**src/lfu_pkg.sv**
```systemverilog
// ----------------------------------------------------------------------------
// LFU cache package
// Shared constants, widths and the controller/datapath command and status
// structures.
// ----------------------------------------------------------------------------
package lfu_pkg;

    localparam int ENTRIES_DEF    = 16;
    localparam int COUNT_BITS_DEF = 16;
    localparam int CAP_W          = 5;
    localparam int DATA_W         = 32;
    localparam logic [CAP_W-1:0] CAP_RESET = 5'd16;
    localparam logic [DATA_W-1:0] MISS_VALUE = '1;

    localparam logic CMD_GET = 1'b0;
    localparam logic CMD_PUT = 1'b1;

    typedef struct packed {
        logic load;
        logic scan_clear;
        logic scan_step;
        logic apply_bump;
        logic apply_evict;
        logic apply_insert;
        logic write_value;
    } lfu_ctrl_t;

    typedef struct packed {
        logic scan_done;
        logic found;
        logic victim_ok;
        logic free_ok;
        logic full;
        logic cap_zero;
        logic is_put;
    } lfu_stat_t;

endpackage

```
**src/lfu_datapath.sv**
```systemverilog
// ----------------------------------------------------------------------------
// LFU cache datapath
// Entry storage, a one-entry-per-cycle scan for key match, victim and free
// slot, and the rank and count updates applied after the scan.
// ----------------------------------------------------------------------------
module lfu_datapath #(
    parameter int ENTRIES    = lfu_pkg::ENTRIES_DEF,
    parameter int COUNT_BITS = lfu_pkg::COUNT_BITS_DEF
) (
    input  logic                          clk,
    input  logic                          rst_n,
    input  lfu_pkg::lfu_ctrl_t            ctrl,
    output lfu_pkg::lfu_stat_t            stat,
    input  logic                          cmd,
    input  logic [lfu_pkg::DATA_W-1:0]    key,
    input  logic [lfu_pkg::DATA_W-1:0]    value,
    input  logic [lfu_pkg::CAP_W-1:0]     capacity,
    output logic [lfu_pkg::DATA_W-1:0]    found_value
);

    localparam int IDX_W  = (ENTRIES > 1) ? $clog2(ENTRIES) : 1;
    localparam int CNT_W  = $clog2(ENTRIES + 1);
    localparam int SCAN_W = $clog2(ENTRIES + 1);
    localparam logic [COUNT_BITS-1:0] COUNT_MAX = '1;

    logic                        valid_reg [ENTRIES];
    logic [lfu_pkg::DATA_W-1:0]  key_mem   [ENTRIES];
    logic [lfu_pkg::DATA_W-1:0]  value_mem [ENTRIES];
    logic [COUNT_BITS-1:0]       count_mem [ENTRIES];
    logic [IDX_W-1:0]            rank_mem  [ENTRIES];
    logic [CNT_W-1:0]            fill_reg;

    logic                        cmd_reg;
    logic [lfu_pkg::DATA_W-1:0]  key_reg;
    logic [lfu_pkg::DATA_W-1:0]  value_reg;
    logic [CNT_W-1:0]            cap_reg;
    logic [SCAN_W-1:0]           scan_reg;
    logic                        found_reg;
    logic [IDX_W-1:0]            match_reg;
    logic                        victim_ok_reg;
    logic [IDX_W-1:0]            victim_reg;
    logic [COUNT_BITS-1:0]       vcount_reg;
    logic [IDX_W-1:0]            vrank_reg;
    logic                        free_ok_reg;
    logic [IDX_W-1:0]            free_reg;

    logic [IDX_W-1:0]            cur;
    logic                        better;
    logic [IDX_W-1:0]            ins_idx;

    assign cur = scan_reg[IDX_W-1:0];

    always_comb
    begin
        better = !victim_ok_reg || (count_mem[cur] < vcount_reg)
                 || (count_mem[cur] == vcount_reg && rank_mem[cur] > vrank_reg);
    end

    assign ins_idx = victim_ok_reg && stat.full ? victim_reg : free_reg;

    assign stat.scan_done = (scan_reg == SCAN_W'(ENTRIES));
    assign stat.found     = found_reg;
    assign stat.victim_ok = victim_ok_reg;
    assign stat.free_ok   = free_ok_reg;
    assign stat.full      = (fill_reg >= cap_reg);
    assign stat.cap_zero  = (cap_reg == '0);
    assign stat.is_put    = (cmd_reg == lfu_pkg::CMD_PUT);
    assign found_value    = value_mem[match_reg];

    always_ff @(posedge clk)
    begin
        if (ctrl.load)
        begin
            cmd_reg   <= cmd;
            key_reg   <= key;
            value_reg <= value;
            if (32'(capacity) > ENTRIES)
                cap_reg <= CNT_W'(ENTRIES);
            else
                cap_reg <= CNT_W'(capacity);
        end
        if (ctrl.scan_step && valid_reg[cur])
        begin
            if (key_mem[cur] == key_reg)
                match_reg <= cur;
            if (better)
            begin
                victim_reg <= cur;
                vcount_reg <= count_mem[cur];
                vrank_reg  <= rank_mem[cur];
            end
        end
        if (ctrl.scan_step && !valid_reg[cur] && !free_ok_reg)
            free_reg <= cur;
        if (ctrl.write_value)
            value_mem[match_reg] <= value_reg;
        if (ctrl.apply_bump && count_mem[match_reg] != COUNT_MAX)
            count_mem[match_reg] <= count_mem[match_reg] + 1'b1;
        if (ctrl.apply_insert)
        begin
            key_mem[ins_idx]   <= key_reg;
            value_mem[ins_idx] <= value_reg;
            count_mem[ins_idx] <= COUNT_BITS'(1);
        end
        for (int i = 0; i < ENTRIES; i++)
        begin
            if (ctrl.apply_bump)
            begin
                if (IDX_W'(i) == match_reg)
                    rank_mem[i] <= '0;
                else if (valid_reg[i] && rank_mem[i] < rank_mem[match_reg])
                    rank_mem[i] <= rank_mem[i] + 1'b1;
            end
            if (ctrl.apply_insert)
            begin
                if (IDX_W'(i) == ins_idx)
                    rank_mem[i] <= '0;
                else if (valid_reg[i] && !(ctrl.apply_evict && IDX_W'(i) == victim_reg))
                begin
                    if (ctrl.apply_evict && rank_mem[i] > vrank_reg)
                        rank_mem[i] <= rank_mem[i];
                    else
                        rank_mem[i] <= rank_mem[i] + 1'b1;
                end
            end
        end
    end

    always_ff @(posedge clk or negedge rst_n)
    begin
        if (!rst_n)
        begin
            for (int i = 0; i < ENTRIES; i++)
                valid_reg[i] <= 1'b0;
            fill_reg      <= '0;
            scan_reg      <= '0;
            found_reg     <= 1'b0;
            victim_ok_reg <= 1'b0;
            free_ok_reg   <= 1'b0;
        end
        else
        begin
            if (ctrl.scan_clear)
            begin
                scan_reg      <= '0;
                found_reg     <= 1'b0;
                victim_ok_reg <= 1'b0;
                free_ok_reg   <= 1'b0;
            end
            else if (ctrl.scan_step)
            begin
                scan_reg <= scan_reg + 1'b1;
                if (valid_reg[cur])
                begin
                    if (key_mem[cur] == key_reg)
                        found_reg <= 1'b1;
                    victim_ok_reg <= 1'b1;
                end
                else
                    free_ok_reg <= 1'b1;
            end
            if (ctrl.apply_insert)
            begin
                valid_reg[ins_idx] <= 1'b1;
                if (!ctrl.apply_evict)
                    fill_reg <= fill_reg + 1'b1;
            end
        end
    end

endmodule

```
**src/lfu_controller.sv**
```systemverilog
// ----------------------------------------------------------------------------
// LFU cache controller
// Sequences load, scan and update for one command and issues the result
// strobe.
// ----------------------------------------------------------------------------
module lfu_controller (
    input  logic                       clk,
    input  logic                       rst_n,
    input  logic                       start,
    output logic                       busy,
    input  lfu_pkg::lfu_stat_t         stat,
    output lfu_pkg::lfu_ctrl_t         ctrl,
    input  logic [lfu_pkg::DATA_W-1:0] found_value,
    output logic                       done,
    output logic                       hit,
    output logic [lfu_pkg::DATA_W-1:0] read_value,
    output logic                       evicted
);

    typedef enum logic [1:0] {
        ST_IDLE,
        ST_SCAN,
        ST_APPLY
    } state_t;

    state_t state_reg;

    assign busy = (state_reg != ST_IDLE);

    always_comb
    begin
        ctrl = '0;
        unique case (state_reg)
            ST_IDLE:
            begin
                ctrl.load       = start;
                ctrl.scan_clear = start;
            end
            ST_SCAN:
                ctrl.scan_step = !stat.scan_done;
            ST_APPLY:
            begin
                if (stat.found)
                begin
                    if (!stat.is_put || !stat.cap_zero)
                        ctrl.apply_bump = 1'b1;
                    ctrl.write_value = stat.is_put && !stat.cap_zero;
                end
                else if (stat.is_put && !stat.cap_zero)
                begin
                    ctrl.apply_evict  = stat.full && stat.victim_ok;
                    ctrl.apply_insert = (stat.full && stat.victim_ok) || stat.free_ok;
                end
            end
            default: ctrl = '0;
        endcase
    end

    always_ff @(posedge clk or negedge rst_n)
    begin
        if (!rst_n)
        begin
            state_reg  <= ST_IDLE;
            done       <= 1'b0;
            hit        <= 1'b0;
            read_value <= '0;
            evicted    <= 1'b0;
        end
        else
        begin
            done <= 1'b0;
            unique case (state_reg)
                ST_IDLE:
                    if (start)
                        state_reg <= ST_SCAN;
                ST_SCAN:
                    if (stat.scan_done)
                        state_reg <= ST_APPLY;
                ST_APPLY:
                begin
                    state_reg  <= ST_IDLE;
                    done       <= 1'b1;
                    hit        <= stat.found;
                    read_value <= (stat.found && !stat.is_put) ? found_value
                                                               : lfu_pkg::MISS_VALUE;
                    evicted    <= !stat.found && stat.is_put && !stat.cap_zero
                                  && stat.full;
                end
                default:
                    state_reg <= ST_IDLE;
            endcase
        end
    end

endmodule

```
**src/lfu_cache_table.sv**
```systemverilog
// A command runs from start through a scan of the table, one entry per cycle,
// and an apply step to the done strobe. A new command is taken once busy falls,
// so the table does not take a command before it is through with the last.
// The done strobe is high for one cycle and cannot be stalled by the receiver.
// Reset clears all valid flags and the fill count at once; capacity resets to 16.
// ----------------------------------------------------------------------------
// LFU cache table
// Fully associative key-value cache with least-frequently-used replacement
// and least-recently-used tie break.
// ----------------------------------------------------------------------------
module lfu_cache_table #(
    parameter int ENTRIES    = lfu_pkg::ENTRIES_DEF,
    parameter int COUNT_BITS = lfu_pkg::COUNT_BITS_DEF
) (
    input  logic                        clk,
    input  logic                        rst_n,
    input  logic                        start,
    output logic                        busy,
    input  logic                        cmd,
    input  logic signed [31:0]          key,
    input  logic signed [31:0]          value,
    output logic                        done,
    output logic                        hit,
    output logic signed [31:0]          read_value,
    output logic                        evicted,
    input  logic                        cfg_valid,
    output logic                        cfg_ready,
    input  logic [lfu_pkg::CAP_W-1:0]   cfg_data
);

    logic [lfu_pkg::CAP_W-1:0]  capacity_reg;
    lfu_pkg::lfu_ctrl_t         ctrl;
    lfu_pkg::lfu_stat_t         stat;
    logic [lfu_pkg::DATA_W-1:0] found_value;
    logic [lfu_pkg::DATA_W-1:0] rd;

    assign cfg_ready  = 1'b1;
    assign read_value = signed'(rd);

    always_ff @(posedge clk or negedge rst_n)
    begin
        if (!rst_n)
            capacity_reg <= lfu_pkg::CAP_RESET;
        else if (cfg_valid)
            capacity_reg <= cfg_data;
    end

    lfu_datapath #(
        .ENTRIES    (ENTRIES),
        .COUNT_BITS (COUNT_BITS)
    ) u_datapath (
        .clk         (clk),
        .rst_n       (rst_n),
        .ctrl        (ctrl),
        .stat        (stat),
        .cmd         (cmd),
        .key         (unsigned'(key)),
        .value       (unsigned'(value)),
        .capacity    (capacity_reg),
        .found_value (found_value)
    );

    lfu_controller u_controller (
        .clk         (clk),
        .rst_n       (rst_n),
        .start       (start),
        .busy        (busy),
        .stat        (stat),
        .ctrl        (ctrl),
        .found_value (found_value),
        .done        (done),
        .hit         (hit),
        .read_value  (rd),
        .evicted     (evicted)
    );

endmodule
```
**config.mk**
```make
export PLATFORM = sky130hd
export DESIGN_NAME = lfu_cache_table
export DESIGN_NICKNAME = d
export VERILOG_FILES = /design/src/lfu_pkg.sv /design/src/lfu_datapath.sv /design/src/lfu_controller.sv /design/src/lfu_cache_table.sv
export SDC_FILE = /design/constraint.sdc
export NUM_CORES = 2
export LEC_CHECK = 0
export ABC_AREA = 1
export BUFFER_PORTS_ARGS = -buffer_cell sky130_fd_sc_hd__buf_4
export CAP_MARGIN = 20
export CORE_ASPECT_RATIO = 1.4
export CORE_MARGIN = 1
export CORE_UTILIZATION = 41
export CTS_BUF_LIST = sky130_fd_sc_hd__clkbuf_8
export DETAILED_ROUTE_END_ITERATION = 10
export SLEW_MARGIN = 20
export SYNTH_ARGS = -nofsm -noshare
export SYNTH_HDL_FRONTEND = slang
export SYNTH_SLANG_ARGS = --single-unit
```
**constraint.sdc**
```tcl
create_clock -name clk -period 5.1 [get_ports clk]
set_clock_uncertainty 0.05 [all_clocks]
set_input_delay 1.02 -clock clk [delete_from_list [all_inputs] [get_ports clk]]
set_output_delay 1.02 -clock clk [all_outputs]
set_load 0.02 [all_outputs]
```
==> flow_metrics.py <==
metrics = {
    "sta": {
        "fin_crit_sh_pct": 91.50,
        "worst_slew_pin_slew_ns": 1.086,
        "holdWs_ns": 0.1340,
        "hold_viol_final": 0,
        "slew_headroom_pct": 27.53,
        "rsz0062_at_grt": "false",
        "setup_ws_ns": 0.4333,
        "final.min_clock_period_ns": 4.667,
        "slew_viol_final": 0,
        "tns_ns": 0,
        "fmax_mhz": 214.3,
        "setup_viol": 0,
    },
    "place": {
        "dpl.hpwl_um": 119200,
        "placed_cells_incl_taps": 8614,
        "place_ws_ns": 0.5524,
        "gp_congestion": 0.9348,
        "port_buffers": 109,
    },
    "hold_path": {
        "hold_path.class": "primary input to register",
    },
    "drt": {
        "wl_per_cell_um": 22.53,
        "drt_first_pass_iters": 5,
        "drt_iter0_drc": 4661,
        "viasPerCell": 5.517,
        "routed_wl_um": 203900,
        "num_vias": 49930,
        "drc": 0,
        "ant_nets": 0,
    },
    "synth": {
        "ys_seq_area_share_pct": 65.39,
        "synth_enable_flop_cells": 1446,
        "synthAdderAreaFrac_pct": 2.837,
        "async_reset_ff_share_pct": 4.668,
        "yosysTopAreaCell": "edfxtp_1",
        "avgSynthCellArea_um2": 10.72,
        "ys_seq_elements": 1521,
        "synthSimpleGateAreaFrac_pct": 13.86,
        "synth_compound_area_share_pct": 11.87,
        "yosysUniqueCellTypes": 54,
        "yosysWarnings": 0,
        "synth-xor-area-share_pct": 0.5439,
        "syn_area_mm2": 0.06925,
        "syn_nets": 6690,
        "yosys.area.top_type_share_pct": 62.71,
        "yosys-top-cells-area": "edfxtp_1 (63%), nand2_1 (6.3%), o21ai_0 (6.0%)",
        "muxShareOfSynthArea_pct": 0.01626,
        "syn-instance-count": 6459,
        "synth_top_family_by_area": "simple AND/OR/NAND/NOR gates",
        "ys.flop_type": "edfxtp_1",
    },
    "worst_setup_path": {
        "r2r_slack_ns": 0.43,
        "critPathCapture": "u_datapath.key_mem[1][18]$_DFFE_PP_",
        "start_kind": "register",
        "ff2ff_path_depth": 10,
        "worstPathRequired_ns": 5.73,
        "crit_fanout": 15,
        "cp.arrival_ns": 5.30,
        "cp-end-kind": "register",
        "r2r-start": "u_datapath.fill_reg[4]$_DFFE_PN0P_",
        "rr_endpoint": "u_datapath.key_mem[1][18]$_DFFE_PP_",
        "worst-setup-path-type": "register to register",
        "startpoint": "u_datapath.fill_reg[4]$_DFFE_PN0P_",
    },
    "power_and_ir_drop": {
        "p_sw_mw": 11.93,
        "power_mw": 33.43,
        "p_int_mw": 21.49,
        "p_per_area_mw_per_mm2": 433.2,
        "p_comb_share_pct": 26.7,
        "swShare_pct": 35.70,
        "power_frac_clock_pct": 28.7,
        "seq_power_share_pct": 44.6,
        "peakVddDrop_v": 0.0004487,
        "static-leakage-power_nw": 29.26,
    },
    "clock_network": {
        "cts_tree": "yes",
        "cts_made_buffers": 230,
        "cts_hold_buf": 1,
        "clk_latency_ns": 1.03,
        "post_cts_buffers": 0,
        "cts-resized-gates": 0,
        "root_buffer": "clkbuf_8",
        "cts.path.max_buffers": 3,
        "h-tree-depth": 4,
        "clock-sinks": 1521,
        "clk_pin_slew_ns": 0.06,
    },
    "final_layout": {
        "synthToLayoutAreaGrowth_pct": 11.44,
        "final_cells": 9050,
        "drive_gt1_share_pct": 9.429,
        "reg.largest.list": "u_datapath.key_mem (512), u_datapath.value_mem (512), u_datapath.count_mem (256)",
        "nNetsFinal": 6828,
        "layout_commonest_cell": "edfxtp_1",
        "fillCellCount": 15610,
        "layout_common_cells": "edfxtp_1 (1446), nand2_1 (1165), o21ai_0 (834), nor2_1 (821), inv_1 (591)",
    },
    "floorplan": {
        "die_h_um": 488.3,
        "die_w_um": 349.3,
        "start_util_pct": 41.24,
        "coreArea_mm2": 0.1679,
        "ios": 111,
        "die-area_mm2": 0.1706,
        "placementRows": 178,
    },
    "global_route": {
        "antenna_found_initial": 8,
        "grt_pass1_wl_um": 303100,
        "grt_use_total_pct": 23.68,
        "grt_max_degree": 203,
        "grt_overflow": 0,
        "grt_pass1_vias": 48360,
    },
    "flow_run": {
        "maxCapViolCount": 0,
    },
    "status": {
        "status": "finished, final reports clean",
    },
}
[worst min path at each step]
stage                                                from                               endpoint  slack, ns  cells past startpoint
floorplan             u_datapath.valid_reg[0]$_DFFE_PN0N_    u_datapath.valid_reg[0]$_DFFE_PN0N_       0.39                      2
CTS                                              value[5]      u_datapath.value_reg[5]$_DFFE_PP_      0.008                      1
global placement    u_controller.state_reg[1]$_DFFE_PN0P_  u_controller.state_reg[1]$_DFFE_PN0P_       0.42                      1
finish                                           value[5]      u_datapath.value_reg[5]$_DFFE_PP_       0.13                      1
global route                                     value[5]      u_datapath.value_reg[5]$_DFFE_PP_       0.06                      1
detailed placement    u_datapath.valid_reg[0]$_DFFE_PN0N_    u_datapath.valid_reg[0]$_DFFE_PN0N_       0.42                      2
[Yosys cell counts (2+ instances only)]
library cell,instances
edfxtp_1,1446
nand2_1,1165
nor2_1,838
o21ai_0,834
inv_1,523
nand3_1,300
a21oi_1,271
clkbuf_1,180
ha_1,157
o221ai_1,128
buf_2,96
o211ai_1,96
dfrtp_1,70
nand4_1,56
o21ai_1,46
buf_1,32
buf_6,32
xor2_1,23
a21boi_0,20
buf_4,20
xnor2_1,20
o21bai_1,16
a2111oi_0,15
nor3_1,13
nor2_2,7
a211oi_1,6
a21boi_1,6
inv_2,5
dfxtp_1,4
nand2_2,4
nand3_2,4
a31oi_1,2
and3_1,2
inv_4,2
[final cells by class]
class,instances,area [um2],area share (%)
sequential,1521,45300,58.71
multi-input combinational,4046,20410,26.45
clock buffer,241,3317,4.299
tap,2250,2815,3.648
timing repair buffer,267,2232,2.893
inverter,531,2018,2.615
clock inverter,192,1066,1.381
antenna,2,5.005,0.006486
[through the flow]
stage / util, % / instance area, um2
after floorplan: - / 69250
after global placement: 43.32 / 72750
after detailed placement: 43.33 / 72760
after CTS: 45.94 / 77150
after global routing: 45.95 / 77160
final: 45.95 / 77160
[cells by family (layout without fill, tap and decap cells)]
group | Yosys count | after routing
mux | 1 | 1
flops | 1521 | 1521
compound gates | 1451 | 1451
xor+xnor | 43 | 43
other cells | 1 | 3
simple gates | 2393 | 2393
buf+inv | 892 | 1231
fa+ha+maj | 157 | 157
[critical path, cell delays in order, from the launching register on]
cell and delay (ns):
dfrtp_1 0.39, ha_1 0.33, nand2_1 0.09, o2111ai_2 0.38, nand2_1 0.34, o21ai_1 0.46, inv_1 0.08, nor2_1 0.80
nand3_1 0.50, inv_2 0.57, buf_4 0.36
[power by group through the flow]
stage                     Sequential, mW  Clock [mW]  Combinational, mW
after CTS                           14.9        9.81               8.90
after detailed placement            15.1           0               8.86
after global routing                15.0        10.3               9.94
after global placement              15.1           0               8.75
after floorplan                     15.0           0               6.00
final                               14.9        9.60               8.93
[metal layers]
metal  part of all wire [%]  global-route usage (%)  vias up
li1                       -                       -    22950
met1                     39                   28.88    24440
met2                     49                   40.36     2000
met3                    6.6                   3.864      540
met4                    5.2                   12.12        2
met5                 0.0064                       0        -
Power figures use the tool's default switching activity.
